===== config.mk =====
export PLATFORM = sky130hd
export DESIGN_NAME = keyed_task_stack_core
export DESIGN_NICKNAME = d
export VERILOG_FILES = /design/src/hdl/kts_pkg.sv /design/src/hdl/kts_store.sv /design/src/hdl/keyed_task_stack_core.sv
export SDC_FILE = /design/constraint.sdc
export NUM_CORES = 1
export LEC_CHECK = 0
export ABC_AREA = 1
export BUFFER_PORTS_ARGS = -buffer_cell sky130_fd_sc_hd__buf_2
export CELL_PAD_IN_SITES_DETAIL_PLACEMENT = 0
export CELL_PAD_IN_SITES_GLOBAL_PLACEMENT = 2
export CORE_ASPECT_RATIO = 1.1
export CORE_MARGIN = 3
export CORE_UTILIZATION = 37
export CTS_BUF_LIST = sky130_fd_sc_hd__clkbuf_4 sky130_fd_sc_hd__clkbuf_8
export DETAILED_ROUTE_END_ITERATION = 8
export PLACE_DENSITY_LB_ADDON = 0.1
export RECOVER_POWER = 50
export SYNTH_ARGS = -nofsm -noshare
export SYNTH_HDL_FRONTEND = slang
export SYNTH_HIERARCHICAL = 1
export SYNTH_SLANG_ARGS = --single-unit

===== constraint.sdc =====
create_clock -name clk -period 3.5 [get_ports clk]
set_input_delay 0.35 -clock clk [delete_from_list [all_inputs] [get_ports clk]]
set_output_delay 0.35 -clock clk [all_outputs]
set_load 0.05 [all_outputs]

===== src/hdl/kts_pkg.sv =====
package kts_pkg;

    // Default stack depth and fixed field widths.
    localparam int DEPTH_DEFAULT = 16;
    localparam int CODE_W        = 16;
    localparam int URG_W         = 8;
    localparam int IN_DATA_W     = 56;
    localparam int IN_USER_W     = 3;
    localparam int OUT_DATA_W    = 16;
    localparam int OUT_PAD_W     = 4;

    // Operation selected by each input transfer.
    typedef enum logic [2:0] {
        MODE_PUSH    = 3'd0,
        MODE_POP     = 3'd1,
        MODE_DELETE  = 3'd2,
        MODE_REPLACE = 3'd3,
        MODE_COUNT   = 3'd4
    } mode_t;

    // Result status codes.
    typedef enum logic [1:0] {
        STAT_OK      = 2'd0,
        STAT_FULL    = 2'd1,
        STAT_EMPTY   = 2'd2,
        STAT_MISSING = 2'd3
    } status_t;

    // Sequencer states.
    typedef enum logic [1:0] {
        ST_IDLE,
        ST_SCAN,
        ST_SHIFT,
        ST_DONE
    } state_t;

    // One stack entry as held in the entry memory.
    typedef struct packed {
        logic [CODE_W-1:0] code;
        logic [URG_W-1:0]  urgency;
    } entry_t;

    // Count and fill level as reported in a result.
    typedef logic [4:0] level_t;

endpackage


===== src/hdl/kts_store.sv =====
module kts_store #(
    parameter int DEPTH = kts_pkg::DEPTH_DEFAULT
) (
    input  logic                       clk,
    input  logic                       we,
    input  logic [$clog2(DEPTH)-1:0]   waddr,
    input  kts_pkg::entry_t            wdata,
    input  logic                       re,
    input  logic [$clog2(DEPTH)-1:0]   raddr,
    output kts_pkg::entry_t            rdata
);

    kts_pkg::entry_t mem [DEPTH];

    // Single write port.
    always_ff @(posedge clk)
    begin
        if (we)
        begin
            mem[waddr] <= wdata;
        end
    end

    // Single read port with registered data.
    always_ff @(posedge clk)
    begin
        if (re)
        begin
            rdata <= mem[raddr];
        end
    end

endmodule


===== src/hdl/keyed_task_stack_core.sv =====
// Keyed task stack: a bounded stack of entries, each a 16-bit code and an 8-bit urgency.
// Input channel (s_*): one transfer carries one operation, selected by s_tuser
// (push, pop, delete by code, replace by code, count urgent). Output channel (m_*):
// exactly one result transfer per input transfer, in order, carrying status,
// urgent count and the fill level after the operation.
// Push, pop and unknown operations pass from the input transfer through the done
// state to the output register. Delete, replace and count walk the entry memory
// from the top down, one read a cycle through its single registered read port;
// a delete below the top then moves each entry above the hit down one place, one
// entry a cycle. One operation is in flight at a time; s_tready is high only while
// the sequencer is idle.
// Reset clears the fill level, the sequencer and the output valid flag; the entry
// memory needs no clearing since only entries below the fill level are read.
// When the receiver stalls, the finished result waits in the output register and
// the next input may still be taken; its result waits until the register frees.
module keyed_task_stack_core #(
    parameter int DEPTH = kts_pkg::DEPTH_DEFAULT
) (
    input  logic                               clk,
    input  logic                               rst_n,
    input  logic                               s_tvalid,
    output logic                               s_tready,
    // From bit 0: code[15:0], urgency[23:16], new_code[39:24], new_urgency[47:40],
    // threshold[55:48].
    input  logic [kts_pkg::IN_DATA_W-1:0]      s_tdata,
    // From bit 0: mode[2:0].
    input  logic [kts_pkg::IN_USER_W-1:0]      s_tuser,
    output logic                               m_tvalid,
    input  logic                               m_tready,
    // From bit 0: status[1:0], urgent_count[6:2], fill_level[11:7], zero padding.
    output logic [kts_pkg::OUT_DATA_W-1:0]     m_tdata
);

    localparam int AW = $clog2(DEPTH);
    localparam int FW = $clog2(DEPTH + 1);

    // Input field decode.
    kts_pkg::mode_t              in_mode;
    logic [kts_pkg::CODE_W-1:0]  in_code;
    logic [kts_pkg::URG_W-1:0]   in_urg;
    logic [kts_pkg::CODE_W-1:0]  in_ncode;
    logic [kts_pkg::URG_W-1:0]   in_nurg;
    logic [kts_pkg::URG_W-1:0]   in_thr;
    logic                        in_xfer;

    assign in_mode  = kts_pkg::mode_t'(s_tuser);
    assign in_code  = s_tdata[15:0];
    assign in_urg   = s_tdata[23:16];
    assign in_ncode = s_tdata[39:24];
    assign in_nurg  = s_tdata[47:40];
    assign in_thr   = s_tdata[55:48];
    assign in_xfer  = s_tvalid && s_tready;

    // Control state.
    kts_pkg::state_t   state_reg, state_next;
    logic [FW-1:0]     fill_reg, fill_next;
    logic [FW-1:0]     count_reg, count_next;
    kts_pkg::status_t  status_reg, status_next;
    logic              iss_act_reg, iss_act_next;
    logic [AW-1:0]     iss_addr_reg, iss_addr_next;
    logic              chk_act_reg, chk_act_next;
    logic [AW-1:0]     chk_addr_reg, chk_addr_next;
    logic              out_valid_reg, out_valid_next;
    logic [kts_pkg::OUT_DATA_W-1:0] out_data_reg, out_data_next;

    // Operation operands held for the whole operation.
    kts_pkg::mode_t              mode_reg;
    logic [kts_pkg::CODE_W-1:0]  key_reg;
    logic [kts_pkg::CODE_W-1:0]  ncode_reg;
    logic [kts_pkg::URG_W-1:0]   nurg_reg;
    logic [kts_pkg::URG_W-1:0]   thr_reg;

    // Entry memory port.
    logic              mem_we;
    logic [AW-1:0]     mem_waddr;
    kts_pkg::entry_t   mem_wdata;
    logic              mem_re;
    logic [AW-1:0]     mem_raddr;
    kts_pkg::entry_t   mem_rdata;

    // Shared compare unit: key match while searching, urgency test while counting.
    logic              cmp_hit;
    logic [AW-1:0]     top_idx;
    logic [FW-1:0]     fill_dec;
    logic              iss_last;

    assign cmp_hit  = (mode_reg == kts_pkg::MODE_COUNT) ? (mem_rdata.urgency >= thr_reg)
                                                        : (mem_rdata.code == key_reg);
    assign fill_dec = fill_reg - FW'(1);
    assign top_idx  = AW'(fill_dec);
    assign iss_last = (FW'(iss_addr_reg) == fill_dec);

    kts_store #(
        .DEPTH (DEPTH)
    ) u_store (
        .clk   (clk),
        .we    (mem_we),
        .waddr (mem_waddr),
        .wdata (mem_wdata),
        .re    (mem_re),
        .raddr (mem_raddr),
        .rdata (mem_rdata)
    );

    // Control registers.
    always_ff @(posedge clk or negedge rst_n)
    begin
        if (!rst_n)
        begin
            state_reg     <= kts_pkg::ST_IDLE;
            fill_reg      <= '0;
            count_reg     <= '0;
            status_reg    <= kts_pkg::STAT_OK;
            iss_act_reg   <= 1'b0;
            iss_addr_reg  <= '0;
            chk_act_reg   <= 1'b0;
            chk_addr_reg  <= '0;
            out_valid_reg <= 1'b0;
        end
        else
        begin
            state_reg     <= state_next;
            fill_reg      <= fill_next;
            count_reg     <= count_next;
            status_reg    <= status_next;
            iss_act_reg   <= iss_act_next;
            iss_addr_reg  <= iss_addr_next;
            chk_act_reg   <= chk_act_next;
            chk_addr_reg  <= chk_addr_next;
            out_valid_reg <= out_valid_next;
        end
    end

    // Payload registers.
    always_ff @(posedge clk)
    begin
        out_data_reg <= out_data_next;
        if (in_xfer)
        begin
            mode_reg  <= in_mode;
            key_reg   <= in_code;
            ncode_reg <= in_ncode;
            nurg_reg  <= in_nurg;
            thr_reg   <= in_thr;
        end
    end

    // Sequencer: next state, memory control and result formation.
    always_comb
    begin
        state_next     = state_reg;
        fill_next      = fill_reg;
        count_next     = count_reg;
        status_next    = status_reg;
        iss_act_next   = iss_act_reg;
        iss_addr_next  = iss_addr_reg;
        chk_act_next   = chk_act_reg;
        chk_addr_next  = chk_addr_reg;
        out_valid_next = out_valid_reg && !m_tready;
        out_data_next  = out_data_reg;
        mem_we         = 1'b0;
        mem_waddr      = chk_addr_reg;
        mem_wdata      = mem_rdata;
        mem_re         = 1'b0;
        mem_raddr      = iss_addr_reg;

        case (state_reg)
            kts_pkg::ST_IDLE:
            begin
                if (in_xfer)
                begin
                    count_next  = '0;
                    status_next = kts_pkg::STAT_OK;
                    state_next  = kts_pkg::ST_DONE;
                    case (in_mode)
                        kts_pkg::MODE_PUSH:
                        begin
                            if (fill_reg == FW'(DEPTH))
                            begin
                                status_next = kts_pkg::STAT_FULL;
                            end
                            else
                            begin
                                mem_we            = 1'b1;
                                mem_waddr         = AW'(fill_reg);
                                mem_wdata.code    = in_code;
                                mem_wdata.urgency = in_urg;
                                fill_next         = fill_reg + FW'(1);
                            end
                        end
                        kts_pkg::MODE_POP:
                        begin
                            if (fill_reg == '0)
                            begin
                                status_next = kts_pkg::STAT_EMPTY;
                            end
                            else
                            begin
                                fill_next = fill_dec;
                            end
                        end
                        kts_pkg::MODE_DELETE, kts_pkg::MODE_REPLACE, kts_pkg::MODE_COUNT:
                        begin
                            if (fill_reg == '0)
                            begin
                                if (in_mode != kts_pkg::MODE_COUNT)
                                begin
                                    status_next = kts_pkg::STAT_MISSING;
                                end
                            end
                            else
                            begin
                                // Walk down from the top entry.
                                state_next    = kts_pkg::ST_SCAN;
                                iss_act_next  = 1'b1;
                                iss_addr_next = top_idx;
                                chk_act_next  = 1'b0;
                            end
                        end
                        default:
                        begin
                            status_next = kts_pkg::STAT_OK;
                        end
                    endcase
                end
            end

            kts_pkg::ST_SCAN:
            begin
                // Issue one read a cycle; check the previous read's data.
                mem_re        = iss_act_reg;
                mem_raddr     = iss_addr_reg;
                iss_act_next  = iss_act_reg && (iss_addr_reg != '0);
                iss_addr_next = iss_addr_reg - AW'(1);
                chk_act_next  = iss_act_reg;
                chk_addr_next = iss_addr_reg;
                if (chk_act_reg)
                begin
                    if (mode_reg == kts_pkg::MODE_COUNT)
                    begin
                        if (cmp_hit)
                        begin
                            count_next = count_reg + FW'(1);
                        end
                        if (chk_addr_reg == '0)
                        begin
                            state_next   = kts_pkg::ST_DONE;
                            iss_act_next = 1'b0;
                            chk_act_next = 1'b0;
                        end
                    end
                    else if (cmp_hit)
                    begin
                        iss_act_next = 1'b0;
                        chk_act_next = 1'b0;
                        if (mode_reg == kts_pkg::MODE_REPLACE)
                        begin
                            mem_we            = 1'b1;
                            mem_waddr         = chk_addr_reg;
                            mem_wdata.code    = ncode_reg;
                            mem_wdata.urgency = nurg_reg;
                            state_next        = kts_pkg::ST_DONE;
                        end
                        else if (chk_addr_reg == top_idx)
                        begin
                            fill_next  = fill_dec;
                            state_next = kts_pkg::ST_DONE;
                        end
                        else
                        begin
                            // Close the gap: move entries above the hit down.
                            state_next    = kts_pkg::ST_SHIFT;
                            iss_act_next  = 1'b1;
                            iss_addr_next = chk_addr_reg + AW'(1);
                        end
                    end
                    else if (chk_addr_reg == '0)
                    begin
                        status_next  = kts_pkg::STAT_MISSING;
                        state_next   = kts_pkg::ST_DONE;
                        iss_act_next = 1'b0;
                        chk_act_next = 1'b0;
                    end
                end
            end

            kts_pkg::ST_SHIFT:
            begin
                // Read entry n while writing entry n-1 read in the cycle before.
                mem_re        = iss_act_reg;
                mem_raddr     = iss_addr_reg;
                iss_act_next  = iss_act_reg && !iss_last;
                iss_addr_next = iss_addr_reg + AW'(1);
                chk_act_next  = iss_act_reg;
                chk_addr_next = iss_addr_reg - AW'(1);
                if (chk_act_reg)
                begin
                    mem_we    = 1'b1;
                    mem_waddr = chk_addr_reg;
                    mem_wdata = mem_rdata;
                end
                if (!iss_act_reg && !chk_act_reg)
                begin
                    fill_next  = fill_dec;
                    state_next = kts_pkg::ST_DONE;
                end
            end

            kts_pkg::ST_DONE:
            begin
                // Load the result once the output register is free.
                if (!out_valid_reg || m_tready)
                begin
                    out_valid_next = 1'b1;
                    out_data_next  = {{kts_pkg::OUT_PAD_W{1'b0}},
                                      kts_pkg::level_t'(fill_reg),
                                      kts_pkg::level_t'(count_reg),
                                      status_reg};
                    state_next     = kts_pkg::ST_IDLE;
                end
            end

            default:
            begin
                state_next = kts_pkg::ST_IDLE;
            end
        endcase
    end

    assign s_tready = (state_reg == kts_pkg::ST_IDLE);
    assign m_tvalid = out_valid_reg;
    assign m_tdata  = out_data_reg;

endmodule

==> summary.txt <==
Layout
  – Final core utilization: 43.8%
  – Share of layout cells above drive strength 1: 11.6%
  – Top Registers: u_store/mem: 384 flops, u_store/rdata: 24 flops
  – P&R area growth vs syn: 16.7%
  – Fin nets: 2,515
  – Largest reg by FF count: u_store/mem
  – Largest register FFs: 384
  – Fin area: 26,300 sq um
  – Fin cells: 3,276

Synthesis
  – Most common cell in the netlist: nand2_1
  – Syn. warnings: 6
  – Top_reg_cell synth: edfxtp_1
  – Mapped cell area: 22,500 sq um
  – Synth Register Bits: 496
  – Register area share after synthesis: 65.6%
  – Synth top area share: 62.8%
  – Synth async-reset ratio: 5.04%
  – Avg Inst Size Synth: 10.1 sq um
  – Synth area leaders: edfxtp_1, nand2_1, nand3_1
  – Synth unique cells: 44
  – EDFF count, synth: 471
  – Syn Inst Count: 2,232
  – Synth area leader: edfxtp_1
  – Top cells by count, synth: nand2_1, edfxtp_1, inv_1

Route
  – DR WL/cell: 20.3 um
  – Routed vias: 15.9k
  – Final wirelength: 66.6 mm
  – Drt first-iter violations: 1,011
  – Residual DRC: 0
  – Drt pass-1 iters: 5
  – Vias per inst: 4.87
  – Remaining antenna violation count: 0

Power
  – Power Density: 911 nW/um^2
  – Pwr Total: 23.9 mW
  – Max VDD drop: 0.762 mV
  – Leak: 11.2 nW

Critical path
  – FF-to-FF Start: fill_reg[0]$_DFFE_PN0P_
  – CP required: 3.88 ns
  – Critical Path AT: 3.62 ns
  – Max FO, Critical Path: 17
  – WS Path Type: reg -> reg
  – Worst setup path start: fill_reg[0]$_DFFE_PN0P_
  – Crit. End Element: register
  – Startpoint types: register

Min path
  – Hold Path Class: in -> reg
  – Hold wc startpoint: s_tdata[25]

Floorplan
  – # rows: 94
  – DIE AREA: 63,800 sq um
  – Die width: 241 um
  – Core box area: 60,000 sq um
  – DIE HEIGHT: 265 um
  – Initial Utilization: 37.5%
  – # IOs: 81

Clock tree
  – Post-CTS Setup Inserts: 0
  – CTS buffer count: 87
  – CTS Buffer Depth: 3
  – Clk sink count: 496
  – CTS Root Cell: clkbuf_8
  – CTS tree: done
  – Clk Latency, worst-skew pair: 0.67 ns
  – Clock slew at reported path FFs: 0.06 ns
  – H-tree depth: 3

Global routing
  – Initial antenna violation count: 2
  – Global-route wire length before repair: 99.3 mm
  – Vias in the first global route: 15.6k
  – Largest net degree at the start of global routing: 122
  – GRT overflow: 0
  – Global-route usage over all layers: 20.9%

STA
  – Fin crit period: 3.24 ns
  – Hold Fails Final Rpt: 0
  – Fin worst setup slack: 0.255 ns
  – Worst-Margin Slew: 1.73 ns
  – Finish-stage setup viols: 0
  – Fmax: 0.308 GHz
  – RSZ-0062 raised after global routing: false
  – Tcrit/Tclk final: 92.7%
  – Worst rel slew slack: -15.4%
  – Fin. max-slew vios: 213
  – Skew final: 0.0261 ns

Place
  – Setup WS pre-CTS: 0.182 ns
  – Placer Congestion: 0.820
  – DPL Wire Length: 41.6 mm
  – DP Area: 24,200 sq um
  – Dpl cells: 3,058
  – IO buf count: 76

Run status
  – Outcome: finished, violations left
  – Failing checks: capacitance limit, slew limit

Job
  – Max-Cap Viols: 4
## stage by stage
stage,TNS (ns),hold slack [ns]
floorplan,-54.93,0.0544
global placement,0,0.436
detailed placement,0,0.437
CTS,0,0.230
global route,0,0.356
finish,0,0.395
## what timing repair did
action / 4_1_cts / 5_1_grt
hold buffers: 53 / 0
gates resized for setup: 0 / 1
endpoints found under the setup margin: 0 / 24
hold endpoints to repair: 77 / 0
## where the power goes
group          switching, mW  internal [mW]  total, mW
sequential             0.391           8.59       8.98
combinational           7.34           2.30       9.64
clock                   2.43           2.88       5.31
## area by class of cell
| cell class | instances | area (sq um) |
|---|---|---|
| inverters | 386 | 1460 |
| multi-input cells | 1250 | 5870 |
| clock inverters | 43 | 269 |
| fillers | 5833 | 33700 |
| clock buffers | 116 | 1430 |
| well taps | 768 | 961 |
| flip-flops and latches | 496 | 14800 |
| repair buffers | 211 | 1490 |
| diodes | 6 | 15.0 |
## cells in the final DEF, fill, tap and decap left out, types with 28 or more instances in the layout
cell           count
nand3_1          321
inv_1            368
dlygate4sd3_1     53
clkbuf_4          28
nand2_1          695
buf_2             37
nor2_1            34
edfxtp_1         471
buf_4             48
o21ai_0           29
clkbuf_8          90
clkbuf_1          51
clkinv_1          28
## routing by layer
metal  up-vias  track usage, %  share of wire (%)  wire, um
met5         -               0                  0         0
met4         0            6.17                2.2      1450
met3        83            3.50                5.4      3580
met2       406            32.8                 46     30700
met1      7731            29.9                 46     30900
li1       7726               -                  -         -
## worst max-delay path, stage by stage, from the launching register on
cell,delay [ns]
dfrtp_1,0.38
inv_2,0.13
ha_1,0.26
nand3_1,0.18
nor2_1,0.19
nor2_2,0.06
buf_4,0.19
o21bai_2,0.49
clkbuf_1,0.44
a32oi_1,0.09
nand2_1,0.10
buf_2,0.44
## worst paths after layout
| kind | endpoint | cells past startpoint | slack (ns) |
|---|---|---|---|
| setup / recovery | u_store/mem[0][12]$_DFFE_PP_ | 11 | 0.26 |
| hold / removal | ncode_reg[1]$_DFFE_PP_ | 2 | 0.40 |
| setup reg to reg | u_store/mem[0][12]$_DFFE_PP_ | 11 | 0.26 |
| hold reg to reg | m_tdata[1]$_DFFE_PP_ | 0 | 0.45 |
| max in group asynchronous | iss_addr_reg[0]$_DFFE_PN0P_ | 2 | 1.59 |
| min in group asynchronous | fill_reg[0]$_DFFE_PN0P_ | 2 | 0.68 |
## cell families after synthesis
group / synth area share [%]
flops: 65.6
buf+inv: 8.82
xor+xnor: 0.467
other cells: 0.0167
simple gates: 20.5
compound gates: 3.39
fa+ha+maj: 1.11
mux: 0.0445
Power figures use the tool's default switching activity.
